[src/rtl/wspm_pkg.sv]
// Shared types and constants of the wildcard star pattern matcher.
package wspm_pkg;

  localparam int MAX_PATTERN_DEF = 16;
  localparam int CMD_W = 2;
  localparam int BYTE_W = 8;

  localparam logic [BYTE_W-1:0] ANY_BYTE  = 8'h2E;  // '.'
  localparam logic [BYTE_W-1:0] STAR_BYTE = 8'h2A;  // '*'

  typedef enum logic [CMD_W-1:0] {
    CMD_CLEAR  = 2'd0,
    CMD_APPEND = 2'd1,
    CMD_BEGIN  = 2'd2,
    CMD_TEXT   = 2'd3
  } cmd_t;

  // What every cell does with its match bit this cycle
  typedef enum logic [1:0] {
    ROW_HOLD  = 2'd0,
    ROW_EMPTY = 2'd1,
    ROW_TEXT  = 2'd2
  } row_op_t;

  typedef struct packed {
    row_op_t           op;
    logic [BYTE_W-1:0] ch;
  } cell_ctl_t;

endpackage

[src/rtl/wspm_if.sv]
// Valid/ready channel interfaces for the matcher's input and result items.
interface wspm_in_if;
  import wspm_pkg::*;
  logic              valid;
  logic              ready;
  logic [CMD_W-1:0]  cmd;
  logic [BYTE_W-1:0] ch;
  modport source (output valid, output cmd, output ch, input ready);
  modport sink   (input valid, input cmd, input ch, output ready);
endinterface

interface wspm_out_if;
  logic valid;
  logic ready;
  logic matched;
  logic status;
  modport source (output valid, output matched, output status, input ready);
  modport sink   (input valid, input matched, input status, output ready);
endinterface

[src/rtl/wspm_cell.sv]
// One pattern position: its pattern byte and its bit of the match row.
module wspm_cell import wspm_pkg::*; #(
  parameter bit HAS_PREV = 1'b1
) (
  input  logic              clk,
  input  logic              rst_n,
  input  cell_ctl_t         ctl,
  input  logic              wr_en,
  input  logic [BYTE_W-1:0] prev_byte,
  input  logic              left_bit,
  input  logic              far_next,
  output logic [BYTE_W-1:0] pat_byte,
  output logic              bit_q,
  output logic              next_bit
);

  logic [BYTE_W-1:0] pat_r;
  logic              bit_r;
  logic              is_star;
  logic              self_fits;
  logic              prev_fits;

  // Pattern byte as seen this cycle, including a byte being appended
  assign pat_byte = wr_en ? ctl.ch : pat_r;
  assign bit_q    = bit_r;

  assign is_star   = HAS_PREV && (pat_byte == STAR_BYTE);
  assign self_fits = (pat_byte == ANY_BYTE) || (pat_byte == ctl.ch);
  assign prev_fits = HAS_PREV && ((prev_byte == ANY_BYTE) || (prev_byte == ctl.ch));

  // Compute the new match bit from the neighbors two and one places down and from its own bit
  always_comb begin
    case (ctl.op)
      ROW_EMPTY: next_bit = is_star && far_next;
      ROW_TEXT: begin
        if (is_star) next_bit = far_next || (prev_fits && bit_r);
        else         next_bit = self_fits && left_bit;
      end
      default:   next_bit = bit_r;
    endcase
  end

  // Store the pattern byte on append
  always_ff @(posedge clk) begin
    if (wr_en) pat_r <= ctl.ch;
  end

  // Advance the match bit
  always_ff @(posedge clk) begin
    if (!rst_n) bit_r <= 1'b0;
    else        bit_r <= next_bit;
  end

endmodule

[src/rtl/wildcard_star_pattern_matcher.sv]
// Top level of the wildcard star pattern matcher: command decode, cell row, result register.
//
// Usage: items enter on in_chan (cmd, ch) and each accepted item yields
// exactly one result item on out_chan (matched, status). cmd selects clear
// pattern, append pattern byte, begin new text or text byte. '.' in the
// pattern matches any byte, '*' repeats the element before it.
// One cell per pattern position holds its byte and its match bit; all cells
// update together in the cycle an item is accepted, with the match bits
// rippling through the row from position zero upward.
// Result: registered; it appears in the cycle after the item is accepted.
// Throughput: one item per cycle while in_chan.ready is high.
// Stall: one output register holds the result; in_chan.ready stays high
// while that register is empty or is being taken, and drops while the
// receiver holds off a waiting result.
// Reset: pattern length and match row clear to zero, no result pending;
// the pattern bytes are undefined until appended. Text bytes seen before
// any clear, append or begin-text command never match.
// status is 1 when an append finds the pattern full; the byte is dropped.
module wildcard_star_pattern_matcher import wspm_pkg::*; #(
  parameter int MAX_PATTERN = MAX_PATTERN_DEF
) (
  input logic        clk,
  input logic        rst_n,
  wspm_in_if.sink    in_chan,
  wspm_out_if.source out_chan
);

  localparam int LEN_W = $clog2(MAX_PATTERN + 1);

  logic [LEN_W-1:0]   len_r, len_nxt;
  logic               row0_r, row0_nxt;
  logic [MAX_PATTERN:0] row_q;
  logic [MAX_PATTERN:0] row_nxt;
  logic [BYTE_W-1:0]  pat_eff [1:MAX_PATTERN];
  logic               acc;
  logic               full;
  logic               wr_any;
  logic               drop;
  cell_ctl_t          ctl;
  logic               out_valid_r;
  logic               matched_r;
  logic               status_r;

  assign acc  = in_chan.valid && in_chan.ready;
  assign full = (len_r == LEN_W'(MAX_PATTERN));
  assign in_chan.ready = !out_valid_r || out_chan.ready;

  // Decode the accepted item
  always_comb begin
    ctl.op   = ROW_HOLD;
    ctl.ch   = in_chan.ch;
    len_nxt  = len_r;
    wr_any   = 1'b0;
    drop     = 1'b0;
    if (acc) begin
      unique case (cmd_t'(in_chan.cmd))
        CMD_CLEAR: begin
          ctl.op  = ROW_EMPTY;
          len_nxt = '0;
        end
        CMD_APPEND: begin
          if (full) begin
            drop = 1'b1;
          end else begin
            ctl.op  = ROW_EMPTY;
            len_nxt = len_r + 1'b1;
            wr_any  = 1'b1;
          end
        end
        CMD_BEGIN: ctl.op = ROW_EMPTY;
        CMD_TEXT:  ctl.op = ROW_TEXT;
        default:   ctl.op = ROW_HOLD;
      endcase
    end
  end

  // Position zero matches only the empty text
  always_comb begin
    case (ctl.op)
      ROW_EMPTY: row0_nxt = 1'b1;
      ROW_TEXT:  row0_nxt = 1'b0;
      default:   row0_nxt = row0_r;
    endcase
  end

  assign row_nxt[0] = row0_nxt;
  assign row_q[0]   = row0_r;

  // Row of cells, one per pattern position
  for (genvar j = 1; j <= MAX_PATTERN; j++) begin : g_cell
    logic wr_en;
    assign wr_en = wr_any && (len_r == LEN_W'(j - 1));
    if (j == 1) begin : g_first
      wspm_cell #(.HAS_PREV(1'b0)) u_cell (
        .clk       (clk),
        .rst_n     (rst_n),
        .ctl       (ctl),
        .wr_en     (wr_en),
        .prev_byte ('0),
        .left_bit  (row_q[j-1]),
        .far_next  (1'b0),
        .pat_byte  (pat_eff[j]),
        .bit_q     (row_q[j]),
        .next_bit  (row_nxt[j])
      );
    end else begin : g_rest
      wspm_cell #(.HAS_PREV(1'b1)) u_cell (
        .clk       (clk),
        .rst_n     (rst_n),
        .ctl       (ctl),
        .wr_en     (wr_en),
        .prev_byte (pat_eff[j-1]),
        .left_bit  (row_q[j-1]),
        .far_next  (row_nxt[j-2]),
        .pat_byte  (pat_eff[j]),
        .bit_q     (row_q[j]),
        .next_bit  (row_nxt[j])
      );
    end
  end

  // Advance length and position zero
  always_ff @(posedge clk) begin
    if (!rst_n) begin
      len_r  <= '0;
      row0_r <= 1'b0;
    end else begin
      len_r  <= len_nxt;
      row0_r <= row0_nxt;
    end
  end

  // Hold the result until taken
  always_ff @(posedge clk) begin
    if (!rst_n)                 out_valid_r <= 1'b0;
    else if (acc)               out_valid_r <= 1'b1;
    else if (out_chan.ready)    out_valid_r <= 1'b0;
  end

  always_ff @(posedge clk) begin
    if (acc) begin
      matched_r <= row_nxt[len_nxt];
      status_r  <= drop;
    end
  end

  assign out_chan.valid   = out_valid_r;
  assign out_chan.matched = matched_r;
  assign out_chan.status  = status_r;

`ifndef ASSERT_OFF
  a_len_range: assert property (@(posedge clk) disable iff (!rst_n)
    len_r <= LEN_W'(MAX_PATTERN))
    else $error("pattern length beyond capacity");

  a_drop_flag: assert property (@(posedge clk) disable iff (!rst_n)
    (acc && (in_chan.cmd == CMD_APPEND) && full) |=> (out_chan.status && $stable(len_r)))
    else $error("full append not flagged or length changed");

  a_clear_match: assert property (@(posedge clk) disable iff (!rst_n)
    (acc && (in_chan.cmd == CMD_CLEAR)) |=> (len_r == '0 && out_chan.matched))
    else $error("empty pattern must match empty text");

  a_text_row0: assert property (@(posedge clk) disable iff (!rst_n)
    (acc && (in_chan.cmd == CMD_TEXT)) |=> (!row0_r && !out_chan.status))
    else $error("text byte left position zero set or flagged");

  a_stall_ready: assert property (@(posedge clk) disable iff (!rst_n)
    (out_valid_r && !out_chan.ready) |-> !in_chan.ready)
    else $error("item accepted while result register blocked");
`endif

endmodule

[src/flat_wrapper.sv]
// flat-port wrapper written by rule: the top's interface ports become plain ports
module wildcard_star_pattern_matcher_flat import wspm_pkg::*;
#(
  parameter int MAX_PATTERN = MAX_PATTERN_DEF
)
  (clk, rst_n, in_chan_valid, in_chan_cmd, in_chan_ch, in_chan_ready, out_chan_valid, out_chan_matched, out_chan_status, out_chan_ready);
  wspm_in_if in_chan_i ();
  wspm_out_if out_chan_i ();
  input logic clk;
  input logic rst_n;
  input wire logic [$bits(in_chan_i.valid)-1:0] in_chan_valid;
  input wire logic [$bits(in_chan_i.cmd)-1:0] in_chan_cmd;
  input wire logic [$bits(in_chan_i.ch)-1:0] in_chan_ch;
  output wire logic [$bits(in_chan_i.ready)-1:0] in_chan_ready;
  output wire logic [$bits(out_chan_i.valid)-1:0] out_chan_valid;
  output wire logic [$bits(out_chan_i.matched)-1:0] out_chan_matched;
  output wire logic [$bits(out_chan_i.status)-1:0] out_chan_status;
  input wire logic [$bits(out_chan_i.ready)-1:0] out_chan_ready;
  assign in_chan_i.valid = in_chan_valid;
  assign in_chan_i.cmd = in_chan_cmd;
  assign in_chan_i.ch = in_chan_ch;
  assign in_chan_ready = in_chan_i.ready;
  assign out_chan_valid = out_chan_i.valid;
  assign out_chan_matched = out_chan_i.matched;
  assign out_chan_status = out_chan_i.status;
  assign out_chan_i.ready = out_chan_ready;
  wildcard_star_pattern_matcher #(.MAX_PATTERN(MAX_PATTERN)) u_core (.clk(clk), .rst_n(rst_n), .in_chan(in_chan_i), .out_chan(out_chan_i));
endmodule
[config.mk]
export PLATFORM = sky130hd
export DESIGN_NAME = wildcard_star_pattern_matcher_flat
export DESIGN_NICKNAME = d
export VERILOG_FILES = /design/src/rtl/wspm_pkg.sv /design/src/rtl/wspm_if.sv /design/src/rtl/wspm_cell.sv /design/src/rtl/wildcard_star_pattern_matcher.sv /design/src/flat_wrapper.sv
export SDC_FILE = /design/constraint.sdc
export NUM_CORES = 1
export LEC_CHECK = 0
export BUFFER_PORTS_ARGS = -buffer_cell sky130_fd_sc_hd__buf_2
export CAP_MARGIN = 25
export CORE_ASPECT_RATIO = 0.75
export CORE_MARGIN = 2
export CORE_UTILIZATION = 64
export DETAILED_ROUTE_END_ITERATION = 8
export HOLD_SLACK_MARGIN = 0.15
export PLACE_DENSITY = 0.84
export SLEW_MARGIN = 40
export SYNTH_ARGS = -nofsm -noshare
export SYNTH_HDL_FRONTEND = slang
export SYNTH_SLANG_ARGS = --single-unit
[constraint.sdc]
create_clock -name clk -period 5.6 [get_ports clk]
set_input_delay 0.28 -clock clk [delete_from_list [all_inputs] [get_ports clk]]
set_output_delay 0.28 -clock clk [all_outputs]
set_load 0.01 [all_outputs]
==> results of run 1 <==
[cells in the final DEF, fill, tap and decap left out, types with 6 or more instances in the layout]
cell         n
nand3b_1     6
nor3_1      12
nor2_1      23
buf_4       12
nand3_1     21
a21oi_1     20
mux2i_1     11
dfxtp_1    151
buf_2       16
nand4_1     32
xnor2_1     96
o211a_1      9
nor4b_1      6
and2_1      18
xor2_1      32
ha_1         7
and3_1       8
nand2_1     60
nor4_1      15
inv_1       21
nand2b_1    10
o21ai_0     23
clkbuf_16   17
nor2b_1     16
mux2_2     120
a21boi_0     6
[routing by layer]
| layer | wire [um] | vias up | GRT usage, % | share of wire, % |
|---|---|---|---|---|
| li1 | - | 3294 | - | - |
| met1 | 10300 | 3380 | 42.1 | 47 |
| met2 | 9450 | 271 | 44.7 | 43 |
| met3 | 1670 | 40 | 6.26 | 7.7 |
| met4 | 399 | 0 | 9.60 | 1.8 |
| met5 | 0 | - | 0 | 0 |
[worst reg2reg max path, delay by kind of cell, from the launching register on]
kind | cells | cell delay, ns
compound gates | 9 | 2.11
simple gates | 4 | 0.87
fa+ha+maj | 2 | 0.47
flops | 1 | 0.44
buf+inv | 3 | 0.34
[kinds of logic after synthesis]
kind of cell / share of synthesized area, %
compound gates: 11.5
xor+xnor: 12.5
fa+ha+maj: 0.980
buf+inv: 4.27
flops: 34.5
mux: 16.7
simple gates: 19.4
[report_power, final]
group          internal, mW  switching [mW]
Combinational         0.115           0.149
Sequential             1.13          0.0330
Clock                 0.675           0.514
Total                  1.92           0.696
[flip-flops by register name, indices dropped and copies added (netlist names)]
register	flops
u_core.len_r	5
u_core.g_cell.g_rest.u_cell.bit_q	15
u_core.out_chan.valid	1
u_core.g_cell.g_first.u_cell.bit_q	1
u_core.out_chan.status	1
u_core.g_cell.g_rest.u_cell.pat_r	120
u_core.out_chan.matched	1
u_core.row0_r	1
u_core.g_cell.g_first.u_cell.pat_r	8
[how the worst min path moves through the flow]
stage | start | to | slack, ns | cells past startpoint
floorplan | rst_n | u_core.g_cell[15].g_rest.u_cell.bit_q | 0.43 | 1
global route | in_chan_cmd[1] | u_core.out_chan.status | 0.29 | 2
detailed placement | u_core.g_cell[6].g_rest.u_cell.pat_r[5] | u_core.g_cell[6].g_rest.u_cell.pat_r[5] | 0.46 | 2
global placement | u_core.g_cell[6].g_rest.u_cell.pat_r[5] | u_core.g_cell[6].g_rest.u_cell.pat_r[5] | 0.45 | 2
finish | in_chan_cmd[1] | u_core.out_chan.status | 0.27 | 2
CTS | in_chan_cmd[1] | u_core.out_chan.status | 0.25 | 2
[cell type report]
cell class / instances / area [um^2]
clock buffer: 17 / 425
clock inverter: 15 / 179
fill: 984 / 4020
inverter: 22 / 82.6
multi-input combinational: 684 / 5480
sequential: 153 / 3080
tap: 175 / 219
timing repair buffer: 28 / 170
[through the flow]
step | power, mW | hold slack (ns) | worst slack [ns]
after floorplan | 1.38 | 0.433 | 1.38
after global placement | 1.43 | 0.453 | 1.39
after detailed placement | 1.44 | 0.460 | 1.26
after CTS | 2.62 | 0.253 | 1.20
after global routing | 2.69 | 0.293 | 0.968
final | 2.61 | 0.269 | 1.10
==> impl_metrics.py, run 1 <==
metrics = {
    "outcome": {
        "status": "finished clean",
    },
    "worst_setup_path": {
        "cp.depth": 18,
        "end_kind": "flip-flop",
        "r2r-start": "u_core.len_r[0]",
        "crit_buf_inv": 3,
        "cp-startpoint": "u_core.len_r[0]",
        "startpoint_type": "flip-flop",
        "cp_cell_sequence": "inv_1, ha_1, and3_1, o21ai_0, and2_1, inv_1, ha_1, inv_2, nor2_1, o21a_1, a221o_1, a2111o_1, a211oi_2, o311ai_1, o211a_1, or3_4, a211oi_2, o21ai_1",
        "cpMaxStageDelayCell": "a2111o_1",
        "r2r-end": "u_core.out_chan.matched",
        "worstSetupPathType": "flip-flop to flip-flop",
        "crit_end": "u_core.out_chan.matched",
        "r2r_slack_ns": 1.10,
        "crit_family": "compound AO/OA/AOI/OAI gates",
        "arrival_ns": 4.67,
        "worstPathRequired_ns": 5.77,
        "ff2ff_path_depth": 18,
        "crit_path_max_fanout": 8,
        "cpPeakStageDelay_ns": 0.45,
    },
    "yosys": {
        "synth_area_leaders": "dfxtp_1 34%, mux2_2 15%, xnor2_1 9.4%",
        "syn_inst": 921,
        "seq_area_frac_synth_pct": 34.5,
        "ys_types": 91,
        "synth-seq-cells": 153,
        "syn_area_per_cell_um2": 9.70,
        "synth_top_cell_by_area": "dfxtp_1",
        "synth_area_mm2": 0.00894,
        "synth_common_cells": "151 x dfxtp_1, 120 x mux2_2, 96 x xnor2_1",
        "ys_async_sr_fraction_pct": 0,
        "synth-edff-count": 2,
        "yosysMostFrequentCell": "dfxtp_1",
        "yosys_warnings": 0,
        "synth_top_area_share_pct": 33.8,
        "synthesis.nets": 942,
        "synthFlopType": "dfxtp_1",
    },
    "timing": {
        "slew_headroom_pct": 47.1,
        "finalCriticalPeriod_ns": 4.50,
        "final_max_slew_viol_count": 0,
        "setup_viol": 0,
        "finalHoldViolCount": 0,
        "post-route-period-util_pct": 80.4,
        "tns_ns": 0,
        "fmax_mhz": 222,
        "worst_pin_slew_ns": 0.791,
        "rsz0062_at_grt": "no",
        "skew_ns": 0.00797,
    },
    "floorplan": {
        "core_mm2": 0.0137,
        "dieHeight_um": 106,
        "ios": 18,
        "start_util_pct": 65.4,
        "fp-row-count": 37,
        "dieArea_mm2": 0.0149,
        "die_w_um": 140,
    },
    "routing": {
        "drt_iter0_drc": 569,
        "wirelength_mm": 21.8,
        "vias": 6985,
        "firstDrtPassIters": 5,
        "drc_errors": 0,
        "viasPerCell": 6.38,
        "avgRoutedWirePerCell_um": 19.9,
        "ant_nets": 0,
    },
    "run": {
        "max_cap_viol_count": 0,
    },
    "clocking": {
        "cts_buffer_depth": 2,
        "cts_hold_buffers": 0,
        "cts.sinks": 153,
        "post_cts.repair.setup_buffers": 0,
        "htreeDepth": 4,
        "cts_tree": "built",
        "root_buffer": "clkbuf_16",
        "numCtsBuffers": 17,
        "post_cts_resized": 0,
        "cts.clk_slew.worst_paths_ns": 0.07,
        "clk_latency_ns": 0.42,
    },
    "place": {
        "placedCellCount": 1062,
        "place_congestion": 1.00,
        "hpwl_mm": 14.8,
        "io_buffers": 17,
        "place_area_mm2": 0.00903,
    },
    "final_layout": {
        "finalNetCount": 927,
        "antenna_cells": 0,
        "fin_util_pct": 70.6,
        "area_growth_pct": 7.83,
        "fin_cells": 1094,
        "stdcell_area_mm2": 0.00964,
        "drive_gt1_share_pct": 23.5,
    },
    "global_route": {
        "globalRouteOverflowTotal": 0,
        "grtUsageTotal_pct": 29.6,
        "antenna_found_initial": 0,
        "grt_max_degree": 35,
        "grt_pass1_vias": 6642,
        "grt_first_pass_wirelength_mm": 35.0,
    },
    "pwr": {
        "p_per_area_mw_per_mm2": 271,
        "p_leak_nw": 3.93,
        "ir_drop_mv": 0.214,
    },
    "worst_hold_path": {
        "hold_path.class": "input port to flip-flop",
    },
}
Power figures use the tool's default switching activity.
==> inputs of run 2 (changes only) <==
Clock period 5.6 ns to 4.5 ns, I/O delays scaled along.
==> impl_metrics.py, run 2 (synthesis gave the netlist of run 1 again) <==
metrics = {
    "routing": {
        "wirelength_mm": 21.9,
        "wl_met3_mm": 1.72,
        "avgRoutedWirePerCell_um": 19.8,
        "drt_iter0_drc": 555,
        "firstDrtPassIters": 7,
        "drc_errors": 0,
        "viasPerCell": 6.33,
        "vias": 7015,
        "top_layer": "met4",
        "ant_nets": 0,
        "dr_wl_met2_mm": 9.36,
        "drt-met1-wl_mm": 10.3,
    },
    "timing": {
        "post-route-period-util_pct": 93.6,
        "setup_viol": 0,
        "fmax_mhz": 237,
        "worst_pin_slew_ns": 0.806,
        "rsz0062_at_grt": "no",
        "skew_ns": 0.00991,
        "finalHoldViolCount": 0,
        "slew_headroom_pct": 46.1,
        "final_max_slew_viol_count": 0,
        "tns_ns": 0,
        "finalCriticalPeriod_ns": 4.21,
    },
    "pwr": {
        "p_per_area_mw_per_mm2": 330,
        "ir_drop_mv": 0.292,
        "p_leak_nw": 3.98,
    },
    "final_layout": {
        "drive_gt1_share_pct": 24.5,
        "top_register": "u_core.g_cell.g_rest.u_cell.pat_r",
        "area_growth_pct": 8.78,
        "final_cell_mix": "151 x dfxtp_1, 120 x mux2_2, 96 x xnor2_1",
        "largest_reg_flops": 120,
        "antenna_cells": 0,
        "finalNetCount": 942,
        "mostFrequentLayoutCell": "dfxtp_1",
        "stdcell_area_mm2": 0.00972,
    },
    "clocking": {
        "cts.sinks": 153,
        "numCtsBuffers": 17,
        "post_cts.repair.setup_buffers": 0,
        "post_cts_resized": 0,
        "root_buffer": "clkbuf_16",
        "cts_buffer_depth": 2,
        "cts_hold_buffers": 0,
        "clk_latency_ns": 0.43,
        "cts_tree": "built",
        "htreeDepth": 4,
        "cts.clk_slew.worst_paths_ns": 0.07,
    },
    "worst_setup_path": {
        "worstPathRequired_ns": 4.67,
        "r2r-end": "u_core.out_chan.matched",
        "crit_path_max_fanout": 6,
        "ff2ff_path_depth": 18,
        "r2r_slack_ns": 0.29,
        "end_kind": "flip-flop",
        "r2r-start": "u_core.len_r[0]",
        "arrival_ns": 4.38,
        "worstSetupPathType": "flip-flop to flip-flop",
        "startpoint_type": "flip-flop",
    },
    "floorplan": {
        "core_mm2": 0.0137,
        "die_w_um": 140,
        "dieArea_mm2": 0.0149,
        "ios": 18,
        "start_util_pct": 65.4,
        "dieHeight_um": 106,
        "fp-row-count": 37,
    },
    "place": {
        "io_buffers": 17,
        "hpwl_mm": 15.2,
        "place_congestion": 1.01,
        "place_area_mm2": 0.00914,
    },
    "global_route": {
        "grt_first_pass_wirelength_mm": 35.1,
        "grt_max_degree": 33,
        "grt_pass1_vias": 6770,
        "globalRouteOverflowTotal": 0,
        "grtUsageTotal_pct": 29.8,
        "antenna_found_initial": 0,
    },
    "worst_hold_path": {
        "worstHoldPathCells": 3,
        "hold_end": "u_core.g_cell[6].g_rest.u_cell.pat_r[0]",
        "hold_path.class": "input port to flip-flop",
        "hold_start": "in_chan_ch[0]",
    },
    "run": {
        "max_cap_viol_count": 0,
    },
    "outcome": {
        "status": "finished clean",
    },
}
==> run 2: cell types whose count changed in the layout (fill, tap and decap cells not counted), sizes merged <==
cell | before | now
bufinv | 2 | 1
buf | 28 | 43
inv | 30 | 29
clkinvlp | 2 | 3
clkbuf | 17 | 18
==> run 2: cell type report <==
| type | count | area, um^2 |
|---|---|---|
| Timing Repair Buffer | 43 | 280 |
| Inverter | 22 | 82.6 |
| Multi-Input combinational cell | 684 | 5470 |
| Tap cell | 175 | 219 |
| Clock inverter | 14 | 155 |
| Fill cell | 1009 | 3940 |
| Sequential cell | 153 | 3080 |
| Clock buffer | 18 | 429 |
==> run 2: worst max path at each step <==
stage	end	slack, ns	from	cells after the start
global placement	u_core.out_chan.matched	0.43	u_core.len_r[0]	18
finish	u_core.out_chan.matched	0.29	u_core.len_r[0]	18
CTS	u_core.out_chan.matched	0.32	u_core.len_r[0]	18
detailed placement	u_core.out_chan.matched	0.38	u_core.len_r[0]	18
floorplan	u_core.out_chan.matched	0.28	u_core.out_chan.valid	20
global route	u_core.out_chan.matched	0.006	u_core.len_r[0]	19
==> run 2: critical path: stages (launching register included) <==
cell,delay [ns]
dfxtp_1,0.42
inv_1,0.12
ha_1,0.25
and3_1,0.23
o21ai_0,0.14
and2_1,0.17
inv_1,0.05
ha_1,0.21
inv_2,0.06
nor2_1,0.05
o21a_1,0.17
a221o_1,0.35
a2111o_1,0.43
a211oi_2,0.28
o311ai_1,0.14
o211a_1,0.23
or3_4,0.37
a211oi_2,0.18
o21ai_1,0.10
==> run 2: power by group <==
part	internal, mW	switching, mW	leakage, nW
clock	0.786	0.648	0.277
sequential	1.40	0.0408	1.24
combinational	0.149	0.185	2.46
total	2.34	0.873	3.98
==> run 2: per-layer routing <==
metal,up-vias,track usage (%)
li1,3344,-
met1,3371,41.4
met2,259,44.5
met3,41,7.16
met4,0,12.3
met5,-,0
==> run 2: metrics by stage <==
step           std cells  setup WS, ns  util (%)  hold slack [ns]  power (mW)
2_1_floorplan        921         0.281         -            0.378        1.72
3_3_place_gp        1077         0.432      66.9            0.455        1.79
3_5_place_dp        1077         0.384      66.9            0.464        1.80
4_1_cts             1109         0.324      71.2            0.213        3.22
5_1_grt             1109       0.00626      71.2            0.234        3.31
6_report            1109         0.287      71.2            0.233        3.21
==> inputs of run 3 (changes only) <==
Settings changed: BUFFER_PORTS_ARGS -buffer_cell sky130_fd_sc_hd__buf_2 to -buffer_cell sky130_fd_sc_hd__buf_4, CELL_PAD_IN_SITES_DETAIL_PLACEMENT set to 2, CELL_PAD_IN_SITES_GLOBAL_PLACEMENT set to 2, CORE_UTILIZATION 64 to 41, PLACE_DENSITY 0.84 to 0.82.
==> impl_metrics.py, run 3 (synthesis gave the netlist of run 1 again) <==
metrics = {
    "outcome": {
        "status": "finished clean",
    },
    "clocking": {
        "numCtsBuffers": 17,
        "htreeDepth": 4,
        "clk_latency_ns": 0.44,
        "cts.sinks": 153,
        "root_buffer": "clkbuf_16",
        "cts.clk_slew.worst_paths_ns": 0.07,
        "cts_tree": "built",
        "cts_buffer_depth": 2,
    },
    "timing": {
        "worst_pin_slew_ns": 0.789,
        "setup_viol": 0,
        "post-route-period-util_pct": 93.4,
        "fmax_mhz": 238,
        "layout_setup_ws_ns": 0.297,
        "finalHoldViolCount": 0,
        "rsz0062_at_grt": "no",
        "tns_ns": 0,
        "finalCriticalPeriod_ns": 4.20,
        "final_max_slew_viol_count": 0,
        "slew_headroom_pct": 47.2,
        "skew_ns": 0.00932,
        "hold_ws_ns": 0.189,
    },
    "routing": {
        "firstDrtPassIters": 4,
        "drt_iter0_drc": 435,
        "wirelength_mm": 29.4,
        "ant_nets": 0,
        "drc_errors": 0,
        "vias": 7134,
        "avgRoutedWirePerCell_um": 24.0,
        "viasPerCell": 5.84,
    },
    "final_layout": {
        "fillCellCount": 2234,
        "final_cell_mix": "149 x dfxtp_1, 120 x mux2_2, 96 x xnor2_1",
        "top_register": "u_core.g_cell.g_rest.u_cell.pat_r",
        "drive_gt1_share_pct": 24.4,
        "antenna_cells": 0,
        "largest_reg_flops": 120,
        "finalNetCount": 942,
        "multi_input_area_mm2": 0.00549,
        "seqCellArea_mm2": 0.00309,
        "mostFrequentLayoutCell": "dfxtp_1",
        "area_growth_pct": 11.0,
        "fin_util_pct": 46.7,
    },
    "place": {
        "place_congestion": 0.898,
        "hpwl_mm": 20.5,
        "dp_worst_setup_slack_ns": 0.212,
        "io_buffers": 17,
    },
    "floorplan": {
        "die_w_um": 174,
        "dieArea_mm2": 0.0230,
        "core_mm2": 0.0212,
        "ios": 18,
        "fp-row-count": 46,
        "dieHeight_um": 132,
        "start_util_pct": 42.1,
    },
    "pwr": {
        "p_sw_mw": 0.874,
        "switching_share_pct": 26.9,
        "p_leak_nw": 4.00,
        "power_mw": 3.25,
        "ir_drop_mv": 0.259,
        "p_seq_share_pct": 44.4,
        "p_per_area_mw_per_mm2": 328,
        "power.clock.fraction_pct": 44.3,
        "share_comb_of_total_power_pct": 11.3,
        "cellInternalPower_mw": 2.38,
    },
    "worst_hold_path": {
        "hold_end": "u_core.g_cell[11].g_rest.u_cell.bit_q",
        "worstHoldPathCells": 2,
        "hold_start": "rst_n",
        "hold_path.class": "input port to flip-flop",
    },
    "global_route": {
        "grt_max_degree": 29,
        "grtUsageTotal_pct": 26.3,
        "grt_first_pass_wirelength_mm": 46.7,
        "grt_pass1_vias": 7783,
        "antenna_found_initial": 0,
        "globalRouteOverflowTotal": 0,
    },
    "worst_setup_path": {
        "cpMaxStageDelayCell": "ha_1",
        "r2r_slack_ns": 0.30,
        "crit_buf_inv": 3,
        "end_kind": "flip-flop",
        "worstPathRequired_ns": 4.69,
        "crit_family": "compound AO/OA/AOI/OAI gates",
        "crit_path_max_fanout": 15,
        "ff2ff_path_depth": 18,
        "worstSetupPathType": "flip-flop to flip-flop",
        "cpPeakStageDelay_ns": 0.39,
        "startpoint_type": "flip-flop",
        "r2r-end": "u_core.out_chan.matched",
        "arrival_ns": 4.40,
        "cp_cell_sequence": "inv_1, ha_1, and3_1, o21ai_0, and2_1, ha_1, buf_4, a31oi_2, a21boi_0, inv_1, o221a_1, o22a_1, o2bb2ai_1, o31a_1, o31ai_4, a221oi_1, a22oi_1, o21ai_1",
        "r2r-start": "u_core.len_r[0]",
    },
    "run": {
        "max_cap_viol_count": 0,
    },
}
run 3: changes by cell type in the layout (fill, tap and decap cells not counted), sizes merged:
cell / previous run / this run
buf: 43 / 41
clkbuf: 18 / 22
clkinv: 3 / 5
clkinvlp: 3 / 2
dlygate4sd3: 0 / 2
inv: 29 / 23
run 3: how the worst max path moves through the flow:
stage	start	end	slack, ns	cells past startpoint
after floorplan	u_core.out_chan.valid	u_core.out_chan.matched	0.28	20
after global placement	u_core.len_r[0]	u_core.out_chan.matched	0.37	19
after detailed placement	u_core.len_r[0]	u_core.out_chan.matched	0.21	19
after CTS	u_core.len_r[0]	u_core.out_chan.matched	0.14	19
after global routing	u_core.len_r[0]	u_core.out_chan.matched	0.04	18
final	u_core.len_r[0]	u_core.out_chan.matched	0.30	18
run 3: timing repair:
item                       in CTS  in global routing
setup buffers                   0                  0
setup endpoints to repair       0                  1
hold endpoints to repair        3                  0
resized for setup               0                  5
hold buffers                    2                  0
run 3: layer usage:
metal / vias up / GRT usage (%) / part of all wire (%) / wire [um]
met5: - / 0 / 0 / 0
met4: 0 / 8.22 / 1.9 / 572
met3: 33 / 3.98 / 3.1 / 912
met2: 108 / 42.7 / 46 / 13600
met1: 3671 / 35.9 / 48 / 14200
li1: 3322 / - / - / -
run 3: per-stage QoR:
stage | cell area [um^2] | instances
6_report | 9920 | 1221
2_1_floorplan | 8940 | 921
4_1_cts | 9900 | 1221
3_3_place_gp | 9310 | 1188
5_1_grt | 9920 | 1221
3_5_place_dp | 9310 | 1188
run 3: layout make-up:
| type | instances | share of cell area [%] |
|---|---|---|
| clock inverters | 9 | 0.908 |
| repair buffers | 43 | 3.34 |
| inverters | 22 | 0.832 |
| multi-input cells | 684 | 55.3 |
| clock buffers | 22 | 4.89 |
| flip-flops and latches | 153 | 31.1 |
| well taps | 288 | 3.63 |
run 3: power groups by stage:
stage / sequential, mW / clock [mW] / combinational, mW
2_1_floorplan: 1.46 / 0 / 0.258
3_3_place_gp: 1.47 / 0 / 0.341
3_5_place_dp: 1.48 / 0 / 0.357
4_1_cts: 1.45 / 1.47 / 0.365
5_1_grt: 1.45 / 1.53 / 0.395
6_report: 1.45 / 1.44 / 0.367
